File: src/hdl/mtt_round.sv
`default_nettype none
// ----------------------------------------------------------------------------
// mtt_round
// rounds a period up to a multiple of the tick cell, saturating; restoring
// divider one quotient bit a cycle, then one multiply and a final add
// ----------------------------------------------------------------------------
module mtt_round (
    input  wire logic        i_clk,
    input  wire logic        i_rst_n,
    input  wire logic        i_start,
    input  wire logic [31:0] i_period,
    input  wire logic [15:0] i_cell,
    output logic             o_done,
    output logic [31:0]      o_q
);

    localparam logic [1:0] R_IDLE = 2'd0;
    localparam logic [1:0] R_DIV  = 2'd1;
    localparam logic [1:0] R_MUL  = 2'd2;
    localparam logic [1:0] R_FIN  = 2'd3;

    logic [1:0]  r_state;
    logic [4:0]  r_cnt;
    logic [31:0] r_quo;
    logic [15:0] r_rem;
    logic [15:0] r_cell;
    logic [47:0] r_prod;
    logic [31:0] r_q;
    logic        r_done;

    logic [16:0] trial;
    logic        take;
    logic [16:0] diff;
    logic [32:0] up;

    assign trial = {r_rem, r_quo[31]};
    assign take  = trial >= {1'b0, r_cell};
    assign diff  = trial - {1'b0, r_cell};
    assign up    = {1'b0, r_prod[31:0]} + {17'd0, r_cell};

    always_ff @(posedge i_clk) begin
        if (!i_rst_n) begin
            r_state <= R_IDLE;
            r_done  <= 1'b0;
        end else begin
            r_done <= 1'b0;
            unique case (r_state)
                R_IDLE: begin
                    if (i_start) begin
                        r_quo   <= i_period;
                        r_rem   <= '0;
                        r_cell  <= i_cell;
                        r_cnt   <= '0;
                        r_state <= R_DIV;
                    end
                end
                R_DIV: begin
                    r_rem <= take ? diff[15:0] : trial[15:0];
                    r_quo <= {r_quo[30:0], take};
                    r_cnt <= r_cnt + 5'd1;
                    if (r_cnt == 5'd31) begin
                        r_state <= R_MUL;
                    end
                end
                R_MUL: begin
                    r_prod  <= r_quo * r_cell;
                    r_state <= R_FIN;
                end
                R_FIN: begin
                    if (r_rem != '0 && !up[32]) begin
                        r_q <= up[31:0];
                    end else begin
                        r_q <= r_prod[31:0];
                    end
                    r_done  <= 1'b1;
                    r_state <= R_IDLE;
                end
                default: r_state <= R_IDLE;
            endcase
        end
    end

    assign o_done = r_done;
    assign o_q    = r_q;

endmodule
`default_nettype wire

File: config.mk
export PLATFORM = sky130hd
export DESIGN_NAME = mtt_round
export DESIGN_NICKNAME = d
export VERILOG_FILES = /design/src/hdl/mtt_round.sv
export SDC_FILE = /design/constraint.sdc
export NUM_CORES = 1
export LEC_CHECK = 0
export ABC_AREA = 1
export BUFFER_PORTS_ARGS = -buffer_cell sky130_fd_sc_hd__buf_2
export CAP_MARGIN = 20
export CORE_MARGIN = 3
export CORE_UTILIZATION = 65
export CTS_CLUSTER_SIZE = 28
export DETAILED_ROUTE_END_ITERATION = 12
export PLACE_DENSITY = 0.83
export SLEW_MARGIN = 20
export SYNTH_ARGS = -nofsm -noshare
export SYNTH_HDL_FRONTEND = slang
export SYNTH_SLANG_ARGS = --single-unit
File: constraint.sdc
create_clock -name i_clk -period 12.8 [get_ports i_clk]
set_clock_uncertainty 0.15 [all_clocks]
set_input_delay 1.28 -clock i_clk [delete_from_list [all_inputs] [get_ports i_clk]]
set_output_delay 1.28 -clock i_clk [all_outputs]
set_load 0.01 [all_outputs]
==> flow_summary.toml <==
[critical_path]
cp_cell_sequence = "nand2_1, fa_1, inv_1, fa_1, inv_1, fa_1, inv_1, fa_1, fa_1, inv_1, fa_1, inv_1, ha_1, nand2_1, inv_1, nand3_1, nor2_1, nand4_1, nand3_1, nand3_1, nand2_1, xor2_1"
ff2ff_setup_slack_ns = 6.54
worstPathRequired_ns = 12.84
slowest_delay_ns = 0.87
path_max_fanout = 17
startpoint = "r_quo[7]"
reg2reg_depth = 22
critical_path_arrival_ns = 6.30
r2r-end = "r_prod[23]"
path_class = "reg2reg"
cp-start-kind = "flop"
critPathCaptureType = "flop"
critPathSlowestCell = "edfxtp_1"
regToRegStartpoint = "r_quo[7]"

[logic_synthesis]
syn_nets = 3033
yosysWarnings = 0
avgSynthCellArea_um2 = 7.77
async_reset_ff_frac = 0
yosysUniqueCellTypes = 44
yosys.area.top_type = "fa_1"
synth_seq_cells = 136
syn_inst = 2572
ys_seq_area_frac = 0.203
synth_area_um2 = 20000
netlist.area_leader.share = 0.307
synth_common_cells = "nand2_1, inv_1, fa_1, edfxtp_1, ha_1"
synthTopCellsByArea = "fa_1, edfxtp_1, nand2_1, inv_1, ha_1"
synth_most_common_cell = "nand2_1"
ys.flop_type = "edfxtp_1"
synth_edf_count = 133

[global_route]
grt_pass1_wl_mm = 86.6
antenna_found_initial = 0
grt_max_degree = 61
first_global_vias = 17400
globalRoute.totalOverflow = 0
grt_usage = 0.334

[cells_and_area]
diodes = 0
layout-drive-gt1-share = 0.0600
n_fill_cell = 2392
nets = 3047
syn2layout_area_growth_pct = 6.06

[clocking]
clock_sinks = 136
root_buffer = "clkbuf_16"
postCtsHoldBufs = 0
cts_buffers = 17
cts_setup_buffers = 0
insertion_delay_ns = 0.45
clk_pin_slew_ns = 0.07
cts_resized = 0
htreeDepth = 4
clockBufferDepth = 2
cts_tree = "built"

[die]
rows = 63
pin_count = 84
die_x_um = 181
die_h_um = 181
core-area_um2 = 30000
dieArea_um2 = 32900
start_util = 0.667

[min_path]
holdPathStages = 2
hp-start = "r_state[1]"
hold_end = "r_state[1]"
min-delay-path-class = "reg2reg"

[routing]
drt_iter0_drc = 1534
post_drt_wl_per_cell_um = 17.6
avgViaCountPerCell = 5.56
dr.pass1.iters = 5
drcViolationCount = 0
drtAntennaViolNets = 0
num_vias = 16600
routed_wl_mm = 52.6

[timing]
worstMarginPinSlew_ns = 1.06
finalCritPeriodShare = 0.489
rsz0062_at_grt = "no"
max_slew_margin = 0.294
drv_slew = 0
fmax_mhz = 160
fin_setup_tns_ns = 0
hold_viol = 0
finalCriticalPeriod_ns = 6.26
setup_viol = 0

[place]
globalplace.congestion = 0.952
io_buffers = 83
dp_hpwl_mm = 39.7

[outcome]
status = "finished, final reports clean"

[run]
cap_violations = 0
==> cells by family (layout without fill, tap and decap cells) <==
group | Yosys count | in the layout | synth area share
buffers and inverters | 755 | 782 | 0.144
DFF | 136 | 136 | 0.203
and+or+nand+nor | 1048 | 1048 | 0.210
adders and majority gates | 410 | 410 | 0.372
xor gates and xnor gates | 50 | 50 | 0.0219
AOI/OAI and AO/OA | 173 | 173 | 0.0496
==> sequential cells by signal, summed over array words and instances (netlist names) <==
signal and flops:
r_cnt 5, r_prod 32, r_cell 16, r_state 2
r_quo 32, o_q 32, r_rem 16, o_done 1
==> worst max-delay path: cells and delay by family (launching register included) <==
kind,cells,cell delay (ns)
and+or+nand+nor,8,1.15
buffers and inverters,6,0.33
adders and majority gates,7,3.40
xor gates and xnor gates,1,0.06
DFF,1,0.87
==> through the flow <==
step           cell area [um^2]  worst slack (ns)   util  cells  hold WS (ns)
2_1_floorplan             20000              6.82      -   2572         0.340
3_3_place_gp              20600              6.60  0.688   2957         0.363
3_5_place_dp              20600              6.61  0.688   2957         0.388
4_1_cts                   21200              6.53  0.707   2989         0.400
5_1_grt                   21200              6.21  0.707   2989         0.420
6_report                  21200              6.54  0.707   2989         0.394
==> cells in the final DEF, fill, tap and decap left out, types with 3 or more instances in the layout <==
cell	count
nand2_1	815
inv_1	643
fa_1	306
edfxtp_1	133
ha_1	103
nor2_1	88
buf_2	83
nand3_1	77
a21oi_1	74
o21ai_0	55
xor2_1	30
nor3_1	22
nand4_1	22
xnor2_1	20
buf_4	20
clkbuf_16	17
nor4_1	8
o21bai_1	8
a21o_1	7
a21boi_0	7
o21ai_2	6
nand3b_1	5
o21a_1	4
nand2_2	4
inv_6	4
inv_2	3
or2_2	3
dfxtp_1	3
==> how the worst max path moves through the flow <==
stage                       to  cells after the start
floorplan             r_cnt[0]                      2
global placement    r_prod[23]                     20
detailed placement  r_prod[23]                     20
CTS                 r_prod[23]                     18
global route        r_prod[23]                     20
finish              r_prod[23]                     22
==> area by class of cell <==
type	count	area [um^2]	area share
Multi-Input combinational cell	1681	13100	0.617
Sequential cell	136	4050	0.191
Clock buffer	20	447	0.0211
Clock inverter	12	140	0.00662
Inverter	647	2430	0.115
Tap cell	390	488	0.0230
Timing Repair Buffer	103	566	0.0267
==> per-layer routing <==
metal  global-route usage  share of wire  wire length [um]
met2                0.567           0.49             25800
met4                0.139          0.043              2260
met5                    0              0                 0
met3               0.0683          0.088              4660
met1                0.419           0.38             19900
Power is left out: the tool's default activity adds up to more than one toggle a clock period on the data nets, which glitch-free logic cannot reach.
